File: src/rtl/mpd_pkg.sv
`default_nettype none

package mpd_pkg;

  // Parser phase; DONE holds off everything until the next start marker
  typedef enum logic [1:0] {
    PH_HEADER,
    PH_MESSAGE,
    PH_RAW,
    PH_DONE
  } phase_t;

  typedef enum logic [1:0] {
    KIND_PAYLOAD,
    KIND_RAW,
    KIND_STATUS
  } kind_t;

  typedef enum logic [2:0] {
    ST_OK,
    ST_HEADER,
    ST_LENGTH,
    ST_CHECKSUM,
    ST_OVERFLOW
  } status_t;

  // One result as it travels from front to back
  typedef struct packed {
    kind_t       kind;
    logic [7:0]  data;
    logic [7:0]  cmd;
    logic [7:0]  flags;
    logic        last;
    status_t     status;
  } mpd_item_t;

  localparam logic [7:0] CHK_BASE   = 8'hAA;
  localparam logic [7:0] NO_CHECK   = 8'h88;
  localparam int         HDR_BYTES  = 4;
  localparam int         SIZE_EXTRA = 3;
  // Compare width: covers 17-bit message length and a counter up to 17 bits + 1
  localparam int         CMP_W      = 18;
  localparam int         MLEN_W     = 17;
  localparam int         QUEUE_DEPTH = 4;

endpackage

`default_nettype wire

File: src/rtl/mpd_front.sv
`default_nettype none

module mpd_front import mpd_pkg::*; #(
  parameter int MAX_PACK_BYTES = 4096
) (
  input  wire logic       clk,
  input  wire logic       rst_n,
  input  wire logic       cfg_valid,
  input  wire logic [7:0] cfg_protocol_flags,
  input  wire logic       in_valid,
  output logic            in_ready,
  input  wire logic [7:0] in_rx_byte,
  input  wire logic       in_start_of_pack,
  input  wire logic       q_ready,
  output logic            q_push,
  output mpd_item_t       q_item
);

  localparam int CNT_W = $clog2(MAX_PACK_BYTES);

  phase_t                phase_r, phase_nxt;
  logic [CNT_W-1:0]      cnt_r, cnt_nxt;
  logic [15:0]           plen_r, plen_nxt;
  logic [MLEN_W-1:0]     mlen_r, mlen_nxt;
  logic [7:0]            flags_r, flags_nxt;
  logic [7:0]            sum_r, sum_nxt;
  logic [7:0]            cmd_r, cmd_nxt;
  logic [7:0]            proto_r;

  // State as seen by this request: a start marker clears it first
  phase_t                ph_eff;
  logic [CNT_W-1:0]      pos;
  logic [15:0]           plen_eff;
  logic [MLEN_W-1:0]     mlen_eff;
  logic [7:0]            flags_eff, sum_eff, cmd_eff;

  logic                  accept;
  logic [7:0]            b;
  logic [CMP_W-1:0]      pos_p1;
  logic [7:0]            sum_add;
  logic [MLEN_W-1:0]     mlen_new;
  logic                  hdr_bad, hdr_ovf, is_proto;
  logic                  mlen_bad, in_payload, raw_last, ck_ok;

  assign in_ready = q_ready;
  assign accept   = in_valid && in_ready;
  assign b        = in_rx_byte;

  assign ph_eff    = in_start_of_pack ? PH_HEADER : phase_r;
  assign pos       = in_start_of_pack ? '0 : cnt_r;
  assign plen_eff  = in_start_of_pack ? '0 : plen_r;
  assign mlen_eff  = in_start_of_pack ? '0 : mlen_r;
  assign flags_eff = in_start_of_pack ? '0 : flags_r;
  assign sum_eff   = in_start_of_pack ? '0 : sum_r;
  assign cmd_eff   = in_start_of_pack ? '0 : cmd_r;

  // Shared decisions
  assign pos_p1     = CMP_W'(pos) + CMP_W'(1);
  assign sum_add    = sum_eff + b;
  assign mlen_new   = MLEN_W'({b, mlen_eff[7:0]}) + MLEN_W'(SIZE_EXTRA);
  assign hdr_bad    = (sum_eff != b);
  assign hdr_ovf    = (CMP_W'(plen_eff) + CMP_W'(HDR_BYTES)) > CMP_W'(MAX_PACK_BYTES);
  assign is_proto   = (flags_eff == proto_r);
  assign mlen_bad   = (mlen_new < MLEN_W'(HDR_BYTES)) ||
                      (CMP_W'(mlen_new) > CMP_W'(plen_eff));
  assign in_payload = pos_p1 < CMP_W'(mlen_eff);
  assign raw_last   = pos_p1 >= CMP_W'(plen_eff);
  assign ck_ok      = (b == NO_CHECK) || (b == (CHK_BASE - sum_eff));

  // Next state
  always_comb begin
    phase_nxt = phase_r;
    cnt_nxt   = cnt_r;
    plen_nxt  = plen_r;
    mlen_nxt  = mlen_r;
    flags_nxt = flags_r;
    sum_nxt   = sum_r;
    cmd_nxt   = cmd_r;
    if (accept) begin
      phase_nxt = ph_eff;
      cnt_nxt   = pos;
      plen_nxt  = plen_eff;
      mlen_nxt  = mlen_eff;
      flags_nxt = flags_eff;
      sum_nxt   = sum_eff;
      cmd_nxt   = cmd_eff;
      if (ph_eff != PH_DONE) begin
        cnt_nxt = pos + CNT_W'(1);
      end
      case (ph_eff)
        PH_HEADER: begin
          if (pos < CNT_W'(3)) begin
            sum_nxt = sum_add;
            if (pos == CNT_W'(0)) begin
              flags_nxt = b;
            end else if (pos == CNT_W'(1)) begin
              plen_nxt = {8'h00, b};
            end else begin
              plen_nxt = {b, plen_eff[7:0]};
            end
          end else if (hdr_bad || hdr_ovf) begin
            phase_nxt = PH_DONE;
          end else begin
            cnt_nxt = '0;
            sum_nxt = '0;
            if (is_proto) begin
              phase_nxt = (plen_eff < 16'(HDR_BYTES)) ? PH_DONE : PH_MESSAGE;
            end else begin
              phase_nxt = (plen_eff == 16'd0) ? PH_DONE : PH_RAW;
            end
          end
        end
        PH_MESSAGE: begin
          if (pos == CNT_W'(0)) begin
            cmd_nxt = b;
            sum_nxt = b;
          end else if (pos == CNT_W'(1)) begin
            mlen_nxt = MLEN_W'(b);
            sum_nxt  = sum_add;
          end else if (pos == CNT_W'(2)) begin
            mlen_nxt = mlen_new;
            sum_nxt  = sum_add;
            if (mlen_bad) begin
              phase_nxt = PH_DONE;
            end
          end else if (in_payload) begin
            sum_nxt = sum_add;
          end else begin
            phase_nxt = PH_DONE;
          end
        end
        PH_RAW: begin
          if (raw_last) begin
            phase_nxt = PH_DONE;
          end
        end
        default: begin
          phase_nxt = PH_DONE;
        end
      endcase
    end
  end

  // Result for this request, if any
  always_comb begin
    q_push        = 1'b0;
    q_item.kind   = KIND_STATUS;
    q_item.data   = 8'h00;
    q_item.cmd    = cmd_eff;
    q_item.flags  = flags_eff;
    q_item.last   = 1'b1;
    q_item.status = ST_OK;
    case (ph_eff)
      PH_HEADER: begin
        if (pos >= CNT_W'(3)) begin
          if (hdr_bad) begin
            q_push        = accept;
            q_item.status = ST_HEADER;
          end else if (hdr_ovf) begin
            q_push        = accept;
            q_item.status = ST_OVERFLOW;
          end else if (is_proto) begin
            q_push        = accept && (plen_eff < 16'(HDR_BYTES));
            q_item.status = ST_LENGTH;
          end else begin
            q_push        = accept && (plen_eff == 16'd0);
          end
        end
      end
      PH_MESSAGE: begin
        if (pos == CNT_W'(2)) begin
          q_push        = accept && mlen_bad;
          q_item.status = ST_LENGTH;
        end else if (pos > CNT_W'(2)) begin
          q_push = accept;
          if (in_payload) begin
            q_item.kind = KIND_PAYLOAD;
            q_item.data = b;
            q_item.last = 1'b0;
          end else begin
            q_item.status = ck_ok ? ST_OK : ST_CHECKSUM;
          end
        end
      end
      PH_RAW: begin
        q_push      = accept;
        q_item.kind = KIND_RAW;
        q_item.data = b;
        q_item.last = raw_last;
      end
      default: begin
        q_push = 1'b0;
      end
    endcase
  end

  always_ff @(posedge clk) begin
    if (!rst_n) begin
      phase_r <= PH_HEADER;
      cnt_r   <= '0;
      plen_r  <= '0;
      mlen_r  <= '0;
      flags_r <= '0;
      sum_r   <= '0;
      cmd_r   <= '0;
      proto_r <= '0;
    end else begin
      phase_r <= phase_nxt;
      cnt_r   <= cnt_nxt;
      plen_r  <= plen_nxt;
      mlen_r  <= mlen_nxt;
      flags_r <= flags_nxt;
      sum_r   <= sum_nxt;
      cmd_r   <= cmd_nxt;
      if (cfg_valid) begin
        proto_r <= cfg_protocol_flags;
      end
    end
  end

endmodule

`default_nettype wire

File: src/rtl/mpd_queue.sv
`default_nettype none

module mpd_queue import mpd_pkg::*; (
  input  wire logic       clk,
  input  wire logic       rst_n,
  input  wire logic       push,
  input  mpd_item_t       push_item,
  output logic            not_full,
  input  wire logic       pop,
  output logic            not_empty,
  output mpd_item_t       head_item
);

  localparam int PTR_W = $clog2(QUEUE_DEPTH);
  localparam int CNT_W = $clog2(QUEUE_DEPTH + 1);

  mpd_item_t          slot_r [QUEUE_DEPTH];
  logic [PTR_W-1:0]   wr_ptr_r, rd_ptr_r;
  logic [CNT_W-1:0]   count_r;

  assign not_full  = (count_r != CNT_W'(QUEUE_DEPTH));
  assign not_empty = (count_r != '0);
  assign head_item = slot_r[rd_ptr_r];

  // Storage
  always_ff @(posedge clk) begin
    if (push) begin
      slot_r[wr_ptr_r] <= push_item;
    end
  end

  // Pointers and fill level
  always_ff @(posedge clk) begin
    if (!rst_n) begin
      wr_ptr_r <= '0;
      rd_ptr_r <= '0;
      count_r  <= '0;
    end else begin
      if (push) begin
        wr_ptr_r <= wr_ptr_r + PTR_W'(1);
      end
      if (pop) begin
        rd_ptr_r <= rd_ptr_r + PTR_W'(1);
      end
      if (push && !pop) begin
        count_r <= count_r + CNT_W'(1);
      end else if (pop && !push) begin
        count_r <= count_r - CNT_W'(1);
      end
    end
  end

endmodule

`default_nettype wire

File: src/rtl/mpd_back.sv
`default_nettype none

module mpd_back import mpd_pkg::*; (
  input  wire logic       clk,
  input  wire logic       rst_n,
  input  wire logic       q_valid,
  input  mpd_item_t       q_item,
  output logic            q_pop,
  output logic            out_valid,
  input  wire logic       out_ready,
  output logic [1:0]      out_kind,
  output logic [7:0]      out_data_byte,
  output logic [3:0]      out_class,
  output logic [2:0]      out_opcode,
  output logic [7:0]      out_pack_flags,
  output logic            out_last,
  output logic [2:0]      out_status
);

  logic       out_valid_r;
  mpd_item_t  item_r;

  // Load when the output stage is empty or being drained
  assign q_pop = q_valid && (!out_valid_r || out_ready);

  always_ff @(posedge clk) begin
    if (!rst_n) begin
      out_valid_r <= 1'b0;
    end else if (q_pop) begin
      out_valid_r <= 1'b1;
    end else if (out_ready) begin
      out_valid_r <= 1'b0;
    end
  end

  always_ff @(posedge clk) begin
    if (q_pop) begin
      item_r <= q_item;
    end
  end

  // Split the command byte into category and command
  assign out_valid      = out_valid_r;
  assign out_kind       = item_r.kind;
  assign out_data_byte  = item_r.data;
  assign out_class      = item_r.cmd[7:4];
  assign out_opcode     = item_r.cmd[3:1];
  assign out_pack_flags = item_r.flags;
  assign out_last       = item_r.last;
  assign out_status     = item_r.status;

endmodule

`default_nettype wire

File: src/rtl/message_pack_deframer.sv
`default_nettype none

// Channel   Direction  Handshake                Payload
// cfg       in         cfg_valid / cfg_ready    cfg_protocol_flags
// in        in         in_valid  / in_ready     in_rx_byte, in_start_of_pack
// out       out        out_valid / out_ready    out_kind .. out_status
//
// One byte request per cycle while the queue is not full; the result of a byte
// passes through the queue and then the output register before out_valid rises.
// The front parser updates its counters and sums in the accepting cycle; a
// four-entry queue and the output register follow it.
// in_ready drops only while the queue is full; cfg_ready is always high.
// Synchronous active-low reset clears the parser to the header phase and the
// protocol flags to zero.

module message_pack_deframer import mpd_pkg::*; #(
  parameter int MAX_PACK_BYTES = 4096
) (
  input  wire logic       clk,
  input  wire logic       rst_n,
  input  wire logic       cfg_valid,
  output logic            cfg_ready,
  input  wire logic [7:0] cfg_protocol_flags,
  input  wire logic       in_valid,
  output logic            in_ready,
  input  wire logic [7:0] in_rx_byte,
  input  wire logic       in_start_of_pack,
  output logic            out_valid,
  input  wire logic       out_ready,
  output logic [1:0]      out_kind,
  output logic [7:0]      out_data_byte,
  output logic [3:0]      out_class,
  output logic [2:0]      out_opcode,
  output logic [7:0]      out_pack_flags,
  output logic            out_last,
  output logic [2:0]      out_status
);

  logic       q_push, q_not_full, q_not_empty, q_pop;
  mpd_item_t  push_item, head_item;

  assign cfg_ready = 1'b1;

  mpd_front #(
    .MAX_PACK_BYTES (MAX_PACK_BYTES)
  ) u_front (
    .clk                (clk),
    .rst_n              (rst_n),
    .cfg_valid          (cfg_valid),
    .cfg_protocol_flags (cfg_protocol_flags),
    .in_valid           (in_valid),
    .in_ready           (in_ready),
    .in_rx_byte         (in_rx_byte),
    .in_start_of_pack   (in_start_of_pack),
    .q_ready            (q_not_full),
    .q_push             (q_push),
    .q_item             (push_item)
  );

  mpd_queue u_queue (
    .clk       (clk),
    .rst_n     (rst_n),
    .push      (q_push),
    .push_item (push_item),
    .not_full  (q_not_full),
    .pop       (q_pop),
    .not_empty (q_not_empty),
    .head_item (head_item)
  );

  mpd_back u_back (
    .clk            (clk),
    .rst_n          (rst_n),
    .q_valid        (q_not_empty),
    .q_item         (head_item),
    .q_pop          (q_pop),
    .out_valid      (out_valid),
    .out_ready      (out_ready),
    .out_kind       (out_kind),
    .out_data_byte  (out_data_byte),
    .out_class      (out_class),
    .out_opcode     (out_opcode),
    .out_pack_flags (out_pack_flags),
    .out_last       (out_last),
    .out_status     (out_status)
  );

endmodule

`default_nettype wire

File: config.mk
export PLATFORM = sky130hd
export DESIGN_NAME = message_pack_deframer
export DESIGN_NICKNAME = d
export VERILOG_FILES = /design/src/rtl/mpd_pkg.sv /design/src/rtl/mpd_front.sv /design/src/rtl/mpd_queue.sv /design/src/rtl/mpd_back.sv /design/src/rtl/message_pack_deframer.sv
export SDC_FILE = /design/constraint.sdc
export NUM_CORES = 1
export LEC_CHECK = 0
export BUFFER_PORTS_ARGS = -buffer_cell sky130_fd_sc_hd__buf_2
export CAP_MARGIN = 15
export CORE_ASPECT_RATIO = 1.4
export CORE_MARGIN = 10
export CORE_UTILIZATION = 41
export DETAILED_ROUTE_END_ITERATION = 16
export GPL_TIMING_DRIVEN = 0
export HOLD_SLACK_MARGIN = 0.15
export RECOVER_POWER = 100
export SYNTH_ARGS = -nofsm -noshare
export SYNTH_HDL_FRONTEND = slang
export SYNTH_SLANG_ARGS = --single-unit
export TNS_END_PERCENT = 10
File: constraint.sdc
create_clock -name clk -period 7.2 [get_ports clk]
set_clock_uncertainty 0.1 [all_clocks]
set_input_delay 0.72 -clock clk [delete_from_list [all_inputs] [get_ports clk]]
set_output_delay 0.72 -clock clk [all_outputs]
set_load 0.05 [all_outputs]
==> results.tsv <==
metric	value	unit
drt-vias-per-instance	5.79	
cts_made_buffers	24	
class_of_the_worst_hold_path	in -> reg	
dpl.hpwl	25400	um
route.antenna.remaining_nets	0	
timing.rr.end	u_queue.count_r[2]	
core_area	29100	um2
drt-pass1-iter-count	5	
max_fclk	145	MHz
worstSetupEndpointType	flip-flop	
drc	0	
min_period_over_period	0.956	
port_buffers	50	
post_cts.repair.setup_buffers	0	
status	finished, violations left	
holdCritStartpoint	cfg_protocol_flags[6]	
cts.clk_slew.worst_paths	60	ps
cts_root_buf	sky130_fd_sc_hd__clkbuf_16	
grt_antenna_before_repair	0	
setup_viol	0	
drv.max_cap_violation_count	1	
min_delay_worst_endpoint	u_front.proto_r[6]	
grt_start_max_net_pins	30	
timing.final.max_slew_violations	29	
postSynth.asyncResetShare	0	
period_minus_slack	6880	ps
floorplan.die.width	165	um
leakagePower	4.74	nW
placedCellCount	1519	
hold_violations	0	
ir_worst_vdd	200	uV
std_cell_rows	74	
layout-drive-gt1-share	0.0965	
critical_path_required	7550	ps
detail_route.iter0.violations	699	
dieArea	36800	um2
finalCoreUtilization	0.467	
grt_use_total	0.185	
synthCells	1088	
cts-htree-levels	1	
clock_sink_count	231	
synthesis.nets	1175	
rsz0062_at_grt	no	
slowest_cell_on_the_critical_path	sky130_fd_sc_hd__nor4_1	
clock_tree_from_tritoncts	built	
synth.yosys.seq_area_share	0.504	
count_of_warnings_emitted_by_yosys	0	
cp_cell_sequence	buf_6 > clkbuf_1 > clkbuf_1 > clkbuf_2 > clkbuf_2 > clkbuf_2 > nor2b_1 > ha_1 > or4_1 > nor4_1 > and4bb_1 > nor2_1 > nor2_1 > o21ai_0 > o21a_1 > clkbuf_1 > ha_1 > inv_1 > fa_1 > xor2_1 > or3_1 > a21boi_0	
postCtsHoldBufs	0	
boundary_pin_count	54	
area_growth_syn_to_layout	12.6	%
insertedDiodeCount	0	
maxSlewHeadroom	-0.0337	
layoutNonFillerInstCount	1561	
die_height	223	um
synth_enable_flop_cells	145	
post_synthesis_cell_type_count	70	
worst-setup-path-type	in -> reg	
grt_pass1_vias	9047	
detailroute.via_count	9039	
postSynthRegisterBits	231	
nNetsFinal	1252	
post-place-ws	-781	ps
ff2ff_setup_slack	2180	ps
postLayoutSetupSlackWorst	320	ps
worst_hold_path.num_cells	3	
critPathLaunchType	input port	
netlist_area	12100	um2
first_pass_grt_wire_length	52900	um
clock_latency	530	ps
grt_overflow_total	0	
crit_path_max_fanout	10	
wl_per_cell	22.0	um
arrival	7230	ps
timing.reg2reg.worst_path_depth	18	
dominantRegCellSynth	sky130_fd_sc_hd__edfxtp_1	
r2r-start	u_front.mlen_r[2]	
detail_route.wirelength	34400	um
starting_density_of_the_core	0.415	
worst_path_largest_cell_delay	640	ps
worstMarginPinSlew	1550	ps
gp_congestion	0.959	
post_synth.cell_area_avg	11.1	um2
cellPowerDensity	300	nW/um2
post_cts_resized	1	
failed_checks	capacitance limit, slew limit	
maximum_buffer_depth_of_the_clock_tree	3	
==> worst max-delay path: cells and delay by family <==
| kind | cells | cell delay [ps] |
|---|---|---|
| xor+xnor | 1 | 80 |
| buf+inv | 8 | 2800 |
| simple gates | 7 | 2310 |
| fa+ha+maj | 3 | 770 |
| compound gates | 3 | 520 |
==> cells in the final DEF, fill, tap and decap left out, types with 11 or more instances in the layout <==
cell,count
sky130_fd_sc_hd__a22oi_1,40
sky130_fd_sc_hd__buf_2,27
sky130_fd_sc_hd__nor4_1,11
sky130_fd_sc_hd__mux4_2,29
sky130_fd_sc_hd__nor3_1,17
sky130_fd_sc_hd__clkbuf_16,25
sky130_fd_sc_hd__a31oi_1,14
sky130_fd_sc_hd__nand4_1,15
sky130_fd_sc_hd__nand3_1,23
sky130_fd_sc_hd__clkbuf_1,80
sky130_fd_sc_hd__ha_1,63
sky130_fd_sc_hd__dfxtp_1,86
sky130_fd_sc_hd__inv_1,26
sky130_fd_sc_hd__and3_1,13
sky130_fd_sc_hd__a21boi_0,11
sky130_fd_sc_hd__nand2_1,84
sky130_fd_sc_hd__a21oi_1,37
sky130_fd_sc_hd__nor2_1,83
sky130_fd_sc_hd__o21ai_0,49
sky130_fd_sc_hd__xnor2_1,47
sky130_fd_sc_hd__nor2b_1,69
sky130_fd_sc_hd__a21o_1,16
sky130_fd_sc_hd__mux2i_1,12
sky130_fd_sc_hd__xor2_1,13
sky130_fd_sc_hd__edfxtp_1,145
==> area by class of cell <==
class                      count  area, um2
inverter                      27        101
buffer                        62        264
multi-input combinational    768       5630
sequential                   231       6080
clock buffer                  31        658
tap                          380        475
timing repair buffer          51        214
clock inverter                11        166
fill                        2714      15500
==> cells in the mapped netlist, types with 26 or more instances <==
| library cell | number | area [um2] |
|---|---|---|
| sky130_fd_sc_hd__clkbuf_1 | 40 | 150 |
| sky130_fd_sc_hd__a21oi_1 | 38 | 190 |
| sky130_fd_sc_hd__dfxtp_1 | 86 | 1720 |
| sky130_fd_sc_hd__ha_1 | 63 | 788 |
| sky130_fd_sc_hd__edfxtp_1 | 145 | 4350 |
| sky130_fd_sc_hd__nor2b_1 | 69 | 432 |
| sky130_fd_sc_hd__mux4_2 | 29 | 653 |
| sky130_fd_sc_hd__nand2_1 | 84 | 315 |
| sky130_fd_sc_hd__a22oi_1 | 40 | 300 |
| sky130_fd_sc_hd__inv_1 | 26 | 97.6 |
| sky130_fd_sc_hd__nor2_1 | 83 | 312 |
| sky130_fd_sc_hd__xnor2_1 | 47 | 412 |
| sky130_fd_sc_hd__o21ai_0 | 46 | 230 |
==> flip-flops by register name, summed over array words and instances (netlist names) <==
register,flops
u_queue.slot_r,116
u_front.mlen_r,17
u_front.plen_r,16
u_front.cnt_r,12
u_back.out_data_byte,8
u_back.out_pack_flags,8
u_front.flags_r,8
u_front.proto_r,8
u_front.sum_r,8
u_front.cmd_r,7
u_back.out_class,4
u_back.out_opcode,3
u_back.out_status,3
u_queue.count_r,3
u_back.out_kind,2
u_front.phase_r,2
u_queue.rd_ptr_r,2
u_queue.wr_ptr_r,2
u_back.out_last,1
u_back.out_valid,1
==> cells by family (layout without fill, tap and decap cells) <==
group,after synthesis,in the layout,share of synthesized area
AND/OR/NAND/NOR,366,366,0.158
multiplexers,41,41,0.0641
flip-flops,231,231,0.504
XOR/XNOR,60,60,0.0436
other,1,1,0.000311
buffers and inverters,89,182,0.0305
adder cells (fa/ha/maj),65,65,0.0687
AO/OA/AOI/OAI,235,235,0.131
==> layer usage <==
metal / vias up / global-route usage / share of wire
li1: 4210 / - / -
met1: 4391 / 0.212 / 0.38
met2: 333 / 0.325 / 0.51
met3: 105 / 0.0236 / 0.054
met4: 0 / 0.0979 / 0.055
met5: - / 0 / 0
==> how the worst max path moves through the flow <==
stage                           startpoint                     to  slack, ps  depth (start not counted)
after CTS                 in_start_of_pack     u_queue.count_r[2]         20                         22
after detailed placement  in_start_of_pack     u_queue.count_r[2]       -780                         22
after global placement    in_start_of_pack  u_queue.slot_r[0][26]       -940                         17
after floorplan           in_start_of_pack       u_front.sum_r[5]       1800                         24
final                     in_start_of_pack     u_queue.count_r[2]        320                         22
after global routing      in_start_of_pack     u_front.phase_r[0]         60                         24
==> per-stage QoR <==
stage,area [um2],TNS (ps),power (W),hold WS (ps)
CTS,13700,0,0.00414,348
detailed placement,12800,-76040,0.00284,356
global route,13600,0,0.00424,355
global placement,12800,-121380,0.00281,350
finish,13600,0,0.00407,357
floorplan,12100,0,0.00252,338
==> report_power, final <==
group / total (W) / switching, W / internal, W
clock network: 0.00131 / 0.000516 / 0.000789
registers: 0.00165 / 0.0000588 / 0.00159
logic: 0.00112 / 0.000804 / 0.000314
Power figures use the tool's default switching activity.
